File: config.mk
export PLATFORM = sky130hd
export DESIGN_NAME = text_console_cursor_engine
export DESIGN_NICKNAME = d
export VERILOG_FILES = /design/src/sv/tcce_pkg.sv /design/src/sv/text_console_cursor_engine.sv /design/src/sv/tcce_cfg_regs.sv /design/src/sv/tcce_step.sv
export SDC_FILE = /design/constraint.sdc
export NUM_CORES = 1
export LEC_CHECK = 0
export BUFFER_PORTS_ARGS = -buffer_cell sky130_fd_sc_hd__buf_2
export CORE_MARGIN = 3
export CORE_UTILIZATION = 50
export DETAILED_ROUTE_END_ITERATION = 16
export PLACE_DENSITY = 0.73
export SYNTH_ARGS = -nofsm -noshare
export SYNTH_HDL_FRONTEND = slang
export SYNTH_SLANG_ARGS = --single-unit
File: constraint.sdc
create_clock -name clk -period 5.2 [get_ports clk]
set_input_delay 0.26 -clock clk [delete_from_list [all_inputs] [get_ports clk]]
set_output_delay 0.26 -clock clk [all_outputs]
set_load 0.05 [all_outputs]
File: src/sv/tcce_pkg.sv
package tcce_pkg;

  // default geometry limits
  localparam int DEF_MAX_COLS = 256;
  localparam int DEF_MAX_ROWS = 128;
  localparam int DEF_TAB_STOP = 4;

  // cell size as shift amounts: 8 x 16 pixels
  localparam int CELL_W_SHIFT = 3;
  localparam int CELL_H_SHIFT = 4;

  localparam logic [23:0] FG_RESET   = 24'hCDD6F4;
  localparam logic [23:0] BG_RESET   = 24'h1E1E2E;
  localparam logic [8:0]  COLS_RESET = 9'd128;
  localparam logic [7:0]  ROWS_RESET = 8'd48;

  localparam logic [7:0] CHAR_BS     = 8'd8;
  localparam logic [7:0] CHAR_TAB    = 8'd9;
  localparam logic [7:0] CHAR_NL     = 8'd10;
  localparam logic [7:0] CHAR_CR     = 8'd13;
  localparam logic [7:0] GLYPH_SPACE = 8'd32;

  typedef enum logic [1:0] {
    REG_FG_COLOR,
    REG_BG_COLOR,
    REG_COLUMN_COUNT,
    REG_ROW_COUNT
  } tcce_reg_t;

  typedef struct packed {
    logic [23:0] fg_color;
    logic [23:0] bg_color;
    logic [8:0]  column_count;
    logic [7:0]  row_count;
  } tcce_cfg_t;

  typedef struct packed {
    logic        draw_valid;
    logic [10:0] draw_x;
    logic [10:0] draw_y;
    logic [7:0]  draw_glyph;
    logic [23:0] draw_fg;
    logic [23:0] draw_bg;
    logic [7:0]  cursor_col;
    logic [6:0]  cursor_row;
  } tcce_result_t;

endpackage

File: src/sv/text_console_cursor_engine.sv
// Text console cursor engine: takes one character byte per item and returns
// one result item with the glyph draw command (pixel position in 8x16 cells,
// glyph and colors) and the cursor position after that character. Newline,
// return and tab move the cursor without drawing; backspace steps back and
// draws a space; every other byte draws itself and advances. The cursor wraps
// to the next row past the last column and to 0,0 past the last row. Items
// flow at one per cycle while result_ready is not held low; an accepted item
// passes the input register, then the result register. The rate is set
// by the cursor update, a single pass of short logic around the column/row
// registers each cycle. char_ready stays high while the input register is
// empty, or the result register is free or is being taken in the same cycle.
// Configuration writes take effect on the next cycle and must be made while
// no item is in flight.
module text_console_cursor_engine #(
  parameter int MAX_COLS = tcce_pkg::DEF_MAX_COLS,
  parameter int MAX_ROWS = tcce_pkg::DEF_MAX_ROWS,
  parameter int TAB_STOP = tcce_pkg::DEF_TAB_STOP
) (
  input  logic        clk,
  input  logic        rst,
  // configuration write port
  input  logic        cfg_wr_en,
  input  logic [1:0]  cfg_index,
  input  logic [23:0] cfg_data,
  // character items
  input  logic        char_valid,
  output logic        char_ready,
  input  logic [7:0]  char_code,
  // result items
  output logic        result_valid,
  input  logic        result_ready,
  output logic        draw_valid,
  output logic [10:0] draw_x,
  output logic [10:0] draw_y,
  output logic [7:0]  draw_glyph,
  output logic [23:0] draw_fg,
  output logic [23:0] draw_bg,
  output logic [7:0]  cursor_col,
  output logic [6:0]  cursor_row
);

  localparam int CW = (MAX_COLS > 1) ? $clog2(MAX_COLS) : 1;
  localparam int RW = (MAX_ROWS > 1) ? $clog2(MAX_ROWS) : 1;
  localparam int PW = $clog2(TAB_STOP);

  tcce_pkg::tcce_cfg_t    cfg;
  tcce_pkg::tcce_result_t step_res;
  tcce_pkg::tcce_result_t res;

  // input register
  logic          st_valid;
  logic [7:0]    st_char;

  // cursor state; tab_phase tracks col_pos mod TAB_STOP so tab needs no divide
  logic [CW-1:0] col_pos;
  logic [RW-1:0] row_pos;
  logic [PW-1:0] tab_phase;
  logic [CW-1:0] col_pos_next;
  logic [RW-1:0] row_pos_next;
  logic [PW-1:0] tab_phase_next;

  logic          advance;

  // the input stage moves on whenever the result register is empty or drains
  assign advance    = !result_valid || result_ready;
  assign char_ready = !st_valid || advance;

  tcce_cfg_regs u_cfg (
    .clk   (clk),
    .rst   (rst),
    .wr_en (cfg_wr_en),
    .index (cfg_index),
    .data  (cfg_data),
    .cfg   (cfg)
  );

  tcce_step #(
    .MAX_COLS (MAX_COLS),
    .MAX_ROWS (MAX_ROWS),
    .TAB_STOP (TAB_STOP)
  ) u_step (
    .char_code  (st_char),
    .col        (col_pos),
    .row        (row_pos),
    .phase      (tab_phase),
    .cfg        (cfg),
    .col_next   (col_pos_next),
    .row_next   (row_pos_next),
    .phase_next (tab_phase_next),
    .res        (step_res)
  );

  always_ff @(posedge clk) begin
    if (rst) begin
      st_valid     <= 1'b0;
      result_valid <= 1'b0;
      col_pos      <= '0;
      row_pos      <= '0;
      tab_phase    <= '0;
    end else begin
      if (char_ready) begin
        st_valid <= char_valid;
      end
      if (advance) begin
        result_valid <= st_valid;
      end
      // cursor commits as the item leaves the input register
      if (st_valid && advance) begin
        col_pos   <= col_pos_next;
        row_pos   <= row_pos_next;
        tab_phase <= tab_phase_next;
      end
    end
  end

  // payload registers, no reset needed
  always_ff @(posedge clk) begin
    if (char_valid && char_ready) begin
      st_char <= char_code;
    end
    if (st_valid && advance) begin
      res <= step_res;
    end
  end

  assign draw_valid = res.draw_valid;
  assign draw_x     = res.draw_x;
  assign draw_y     = res.draw_y;
  assign draw_glyph = res.draw_glyph;
  assign draw_fg    = res.draw_fg;
  assign draw_bg    = res.draw_bg;
  assign cursor_col = res.cursor_col;
  assign cursor_row = res.cursor_row;

`ifndef NO_ASSERTIONS
  // reset homes the cursor
  a_reset_home: assert property (@(posedge clk)
    rst |=> (col_pos == '0 && row_pos == '0 && tab_phase == '0))
    else $error("cursor not at home after reset");

  // a stalled output keeps the cursor from moving
  a_stall_holds: assert property (@(posedge clk) disable iff (rst)
    (result_valid && !result_ready) |=>
      ($stable(col_pos) && $stable(row_pos) && $stable(tab_phase)))
    else $error("cursor moved while result stalled");

  // an accepted item lands in the input register
  a_accept_loads: assert property (@(posedge clk) disable iff (rst)
    (char_valid && char_ready) |=> st_valid)
    else $error("accepted item lost");

  // a result with no draw carries zero draw fields
  a_no_draw_zero: assert property (@(posedge clk) disable iff (rst)
    (result_valid && !draw_valid) |->
      (draw_x == '0 && draw_y == '0 && draw_glyph == '0 &&
       draw_fg == '0 && draw_bg == '0))
    else $error("draw fields set without a draw");
`endif

endmodule

File: src/sv/tcce_cfg_regs.sv
module tcce_cfg_regs (
  input  logic                clk,
  input  logic                rst,
  input  logic                wr_en,
  input  logic [1:0]          index,
  input  logic [23:0]         data,
  output tcce_pkg::tcce_cfg_t cfg
);

  always_ff @(posedge clk) begin
    if (rst) begin
      cfg.fg_color     <= tcce_pkg::FG_RESET;
      cfg.bg_color     <= tcce_pkg::BG_RESET;
      cfg.column_count <= tcce_pkg::COLS_RESET;
      cfg.row_count    <= tcce_pkg::ROWS_RESET;
    end else if (wr_en) begin
      unique case (tcce_pkg::tcce_reg_t'(index))
        tcce_pkg::REG_FG_COLOR:     cfg.fg_color     <= data;
        tcce_pkg::REG_BG_COLOR:     cfg.bg_color     <= data;
        tcce_pkg::REG_COLUMN_COUNT: cfg.column_count <= data[8:0];
        tcce_pkg::REG_ROW_COUNT:    cfg.row_count    <= data[7:0];
        default: ;
      endcase
    end
  end

endmodule

File: src/sv/tcce_step.sv
module tcce_step #(
  parameter int MAX_COLS = tcce_pkg::DEF_MAX_COLS,
  parameter int MAX_ROWS = tcce_pkg::DEF_MAX_ROWS,
  parameter int TAB_STOP = tcce_pkg::DEF_TAB_STOP,
  localparam int CW = (MAX_COLS > 1) ? $clog2(MAX_COLS) : 1,
  localparam int RW = (MAX_ROWS > 1) ? $clog2(MAX_ROWS) : 1,
  localparam int PW = $clog2(TAB_STOP)
) (
  input  logic [7:0]             char_code,
  input  logic [CW-1:0]          col,
  input  logic [RW-1:0]          row,
  input  logic [PW-1:0]          phase,
  input  tcce_pkg::tcce_cfg_t    cfg,
  output logic [CW-1:0]          col_next,
  output logic [RW-1:0]          row_next,
  output logic [PW-1:0]          phase_next,
  output tcce_pkg::tcce_result_t res
);

  localparam int CMPW  = (CW + 5 > 11) ? CW + 5 : 11;
  localparam int RMPW  = (RW + 1 > 10) ? RW + 1 : 10;
  localparam int XFW   = (CW + 3 > 11) ? CW + 3 : 11;
  localparam int YFW   = (RW + 4 > 11) ? RW + 4 : 11;
  localparam int COW   = (CW > 8) ? CW : 8;
  localparam int ROW_W = (RW > 7) ? RW : 7;

  logic [CMPW-1:0]  cols;
  logic [CMPW-1:0]  ci;
  logic [RMPW-1:0]  rows;
  logic [RMPW-1:0]  ri;
  logic [PW-1:0]    ph;
  logic [CW-1:0]    dcol;
  logic             draw;
  logic [7:0]       glyph;
  logic [XFW-1:0]   x_full;
  logic [YFW-1:0]   y_full;
  logic [COW-1:0]   col_full;
  logic [ROW_W-1:0] row_full;

  always_comb begin
    // effective screen size: zero acts as one, oversize clips to the limit
    cols = CMPW'(cfg.column_count);
    if (cols == '0) begin
      cols = CMPW'(1);
    end else if (cols > CMPW'(MAX_COLS)) begin
      cols = CMPW'(MAX_COLS);
    end
    rows = RMPW'(cfg.row_count);
    if (rows == '0) begin
      rows = RMPW'(1);
    end else if (rows > RMPW'(MAX_ROWS)) begin
      rows = RMPW'(MAX_ROWS);
    end

    ci    = CMPW'(col);
    ri    = RMPW'(row);
    ph    = phase;
    dcol  = col;
    draw  = 1'b0;
    glyph = '0;

    unique case (char_code)
      tcce_pkg::CHAR_NL: begin
        ci = '0;
        ri = ri + RMPW'(1);
        ph = '0;
      end
      tcce_pkg::CHAR_CR: begin
        ci = '0;
        ph = '0;
      end
      tcce_pkg::CHAR_TAB: begin
        // phase holds col mod TAB_STOP, so the next stop is col + (stop - phase)
        ci = ci + CMPW'(TAB_STOP) - CMPW'(phase);
        ph = '0;
      end
      tcce_pkg::CHAR_BS: begin
        if (col != '0) begin
          ci   = ci - CMPW'(1);
          dcol = col - CW'(1);
          ph   = (phase == '0) ? PW'(TAB_STOP - 1) : phase - PW'(1);
        end
        draw  = 1'b1;
        glyph = tcce_pkg::GLYPH_SPACE;
      end
      default: begin
        draw  = 1'b1;
        glyph = char_code;
        ci    = ci + CMPW'(1);
        ph    = (phase == PW'(TAB_STOP - 1)) ? '0 : phase + PW'(1);
      end
    endcase

    if (ci >= cols) begin
      ci = '0;
      ri = ri + RMPW'(1);
      ph = '0;
    end
    if (ri >= rows) begin
      ci = '0;
      ri = '0;
      ph = '0;
    end
  end

  assign col_next   = ci[CW-1:0];
  assign row_next   = ri[RW-1:0];
  assign phase_next = ph;

  assign x_full   = XFW'(dcol) << tcce_pkg::CELL_W_SHIFT;
  assign y_full   = YFW'(row) << tcce_pkg::CELL_H_SHIFT;
  assign col_full = COW'(ci[CW-1:0]);
  assign row_full = ROW_W'(ri[RW-1:0]);

  always_comb begin
    res.draw_valid = draw;
    res.draw_x     = draw ? x_full[10:0] : '0;
    res.draw_y     = draw ? y_full[10:0] : '0;
    res.draw_glyph = glyph;
    res.draw_fg    = draw ? cfg.fg_color : '0;
    res.draw_bg    = draw ? cfg.bg_color : '0;
    res.cursor_col = col_full[7:0];
    res.cursor_row = row_full[6:0];
  end

endmodule
==> out/results.txt <==
Gr usage total - 22.83%
Leakage - 4.221 nW
Total number of vias - 6461
Hold/Removal Path Class - in2reg
Fin nets - 1054
YS warnings - 0
Reg area - 4534 um^2
TritonCTS buffer count - 17
Fill count - 1287
Drt first-iter violations - 589
Reg2reg path depth - 25
Vias in the first global route - 6071
Post-synth EDFFs - 95
Most frequent cells after synthesis - nand2_1 (179), edfxtp_1 (95), dfxtp_1 (84)
Clock Tree Root - clkbuf_16
WL per Instance - 17.39 um
CP startpoint kind - register
HPWL after detailed placement - 14060 um
Post-Syn Area - 8214 um^2
CTS max path bufs - 2
Ys flop type - edfxtp_1
Worst r2r src - st_char[5]
Core ar. - 16000 um^2
Element type at the critical path end - register
Seq/Total Area, Yosys - 55.20%
Cells after synthesis - 818
Fin worst setup slack - 0.06582 ns
Htree depth - 4
Post-placement cell count - 1156
CP arrival - 5.32 ns
Worst-Skew Late Latency - 0.44 ns
Finished Layout Cells - 1214
Crit path time final - 5.134 ns
R2R Setup Slk - 0.07 ns
WS Path Type - reg2reg
Crit path max fanout - 6
Fmax - 194.8 MHz
Asr flop ratio synth - 0%
Footprint of the multi-input gates - 3650 um^2
# setup viols final - 0
Pwr per Cell Area - 307.3 nW/um^2
CTS tree - yes
Die area - 18000 um^2
Final period utilization - 98.73%
Pre-Repair DR Iteration Count - 5
Max-cap violations - 0
Via/cell ratio - 5.322
GR Overflow Total - 0
Hold Fails Final Rpt - 0
Measured slew at the worst slew-check pin - 1.190 ns
Die X - 134.2 um
Die Ht - 134.2 um
Drc violations - 0
Status - finished, final reports clean
Max-slew violations - 0
R2r endpoint - cursor_col[6]
Number of diodes - 0
Synth Area per Inst - 10.04 um^2
RSZ-0062 raised after global routing - true
DRT Wirelength - 21120 um
First-pass GRT wire length - 32330 um
Worst Setup EP - cursor_col[6]
Rows - 46
Worst slew margin - 20.36%
GPL Wtd Cong - 0.9547
WP data required - 5.39 ns
IO Port Bufs - 127
Pre-CTS WS - -0.1229 ns
Fin Clk Skew - 0.01162 ns
Distinct cells, synth - 66
Dominant cells by area after synthesis - edfxtp_1 (35%), dfxtp_1 (20%), nand2_1 (8.2%), nor2b_1 (4.9%), ha_1 (4.4%)
Sink Count - 179
Post-route ant nets - 0
I/O pin count - 135
Share of the synthesized area in the top cell type - 34.73%
Initial Utilization - 51.34%
Share of cells above drive strength 1 - 27.96%
Antenna violations before repair - 0
Flops & latches, synth - 179
Yosys top cell by area - edfxtp_1
Reg clk slew, reported paths - 0.07 ns
CP startpoint - st_char[5]
Layout area overhead - 25.09%
Most common cell in the netlist - nand2_1
Pin count of the biggest net entering global routing - 74
Worst VDD drop - 0.2431 mV
## state kept, by name, summed over array words and instances, names as in the netlist, 8 cells and up
name / flops
draw_glyph: 8
u_cfg.cfg: 65
col_pos: 8
cursor_col: 8
draw_fg: 24
draw_x: 8
draw_bg: 24
st_char: 8
## worst min path at each step
stage | endpoint | slack [ns] | startpoint | cells past startpoint
floorplan | st_char[0] | 0.36 | char_code[0] | 0
global placement | u_cfg.cfg[40] | 0.44 | u_cfg.cfg[40] | 2
detailed placement | st_char[4] | 0.44 | char_code[4] | 1
CTS | st_char[7] | 0.0008 | char_code[7] | 1
global route | st_char[7] | 0.003 | char_code[7] | 1
finish | st_char[7] | 0.008 | char_code[7] | 1
## area by class of cell
type / instances / share of cell area [%]
inverters: 20 / 0.7428
repair buffers: 196 / 11.62
clock inverters: 15 / 1.218
well taps: 216 / 2.630
flip-flops and latches: 179 / 44.13
multi-input cells: 571 / 35.52
clock buffers: 17 / 4.140
## cells in the final DEF (no fill, tap or decap), types with 7 or more instances in the layout
| cell | count |
|---|---|
| nand2_1 | 176 |
| buf_2 | 127 |
| a22o_1 | 9 |
| xor2_1 | 10 |
| edfxtp_1 | 95 |
| o21ai_0 | 13 |
| nor2b_1 | 63 |
| a21oi_1 | 46 |
| conb_1 | 7 |
| dfxtp_1 | 84 |
| inv_1 | 17 |
| nand3b_1 | 33 |
| nand3_1 | 9 |
| dlygate4sd3_1 | 7 |
| buf_4 | 56 |
| xnor2_1 | 8 |
| clkbuf_16 | 17 |
| ha_1 | 26 |
| nor2_1 | 34 |
## report_power, final
part           internal, W  switching (W)  total, W
combinational     0.000115       0.000263  0.000378
clock             0.000624       0.000582   0.00121
sequential         0.00155      0.0000252   0.00157
total              0.00229       0.000870   0.00316
## metrics by stage
stage               area (um^2)  hold WS (ns)  power, W  utilization [%]  TNS (ns)
floorplan                  8254        0.3589  0.001851                -         0
global placement           9233        0.4378  0.001942            57.70         0
detailed placement         9233        0.4396  0.001946            57.70    -1.027
CTS                        9937     0.0007947  0.003147            62.11         0
global route              10270      0.002817  0.003257            64.22    -2.129
finish                    10270      0.007828  0.003157            64.22         0
## per-layer routing
layer | vias up | GRT usage (%) | wire length, um
li1 | 3149 | - | -
met5 | - | 0 | 0
met1 | 3047 | 31.78 | 9366
met3 | 37 | 4.614 | 1247
met2 | 228 | 36.06 | 10080
met4 | 0 | 7.466 | 418
## critical path: stages, from the launching register on
cell	delay, ns
edfxtp_1	0.43
buf_6	0.14
or4b_4	0.54
nor3_4	0.31
or2_4	0.23
nor3_1	0.06
a21oi_1	0.13
o31ai_1	0.09
o21a_2	0.25
ha_1	0.25
a211oi_2	0.19
o21ai_1	0.12
o2111ai_2	0.11
nand3_4	0.21
buf_6	0.18
buf_4	0.14
nand3_4	0.08
xnor2_2	0.12
ha_1	0.31
o21a_1	0.15
o31ai_2	0.08
a21oi_2	0.19
or2_4	0.17
buf_6	0.10
buf_4	0.12
and2b_1	0.18
## cell families after synthesis
kind of cell	share of synthesized area [%]
compound gates	9.429
xor+xnor	2.239
fa+ha+maj	4.661
buf+inv	4.036
flops	55.20
mux	0.3808
other cells	0.04565
simple gates	24.01
## timing repair
item,in CTS,in global routing
endpoints found under the hold margin,7,0
buffers inserted,6,13
pin swaps,2,32
setup endpoints to repair,22,32
gates cloned,0,0
hold buffers,7,0
resized for setup,8,52
Power figures use the tool's default switching activity.
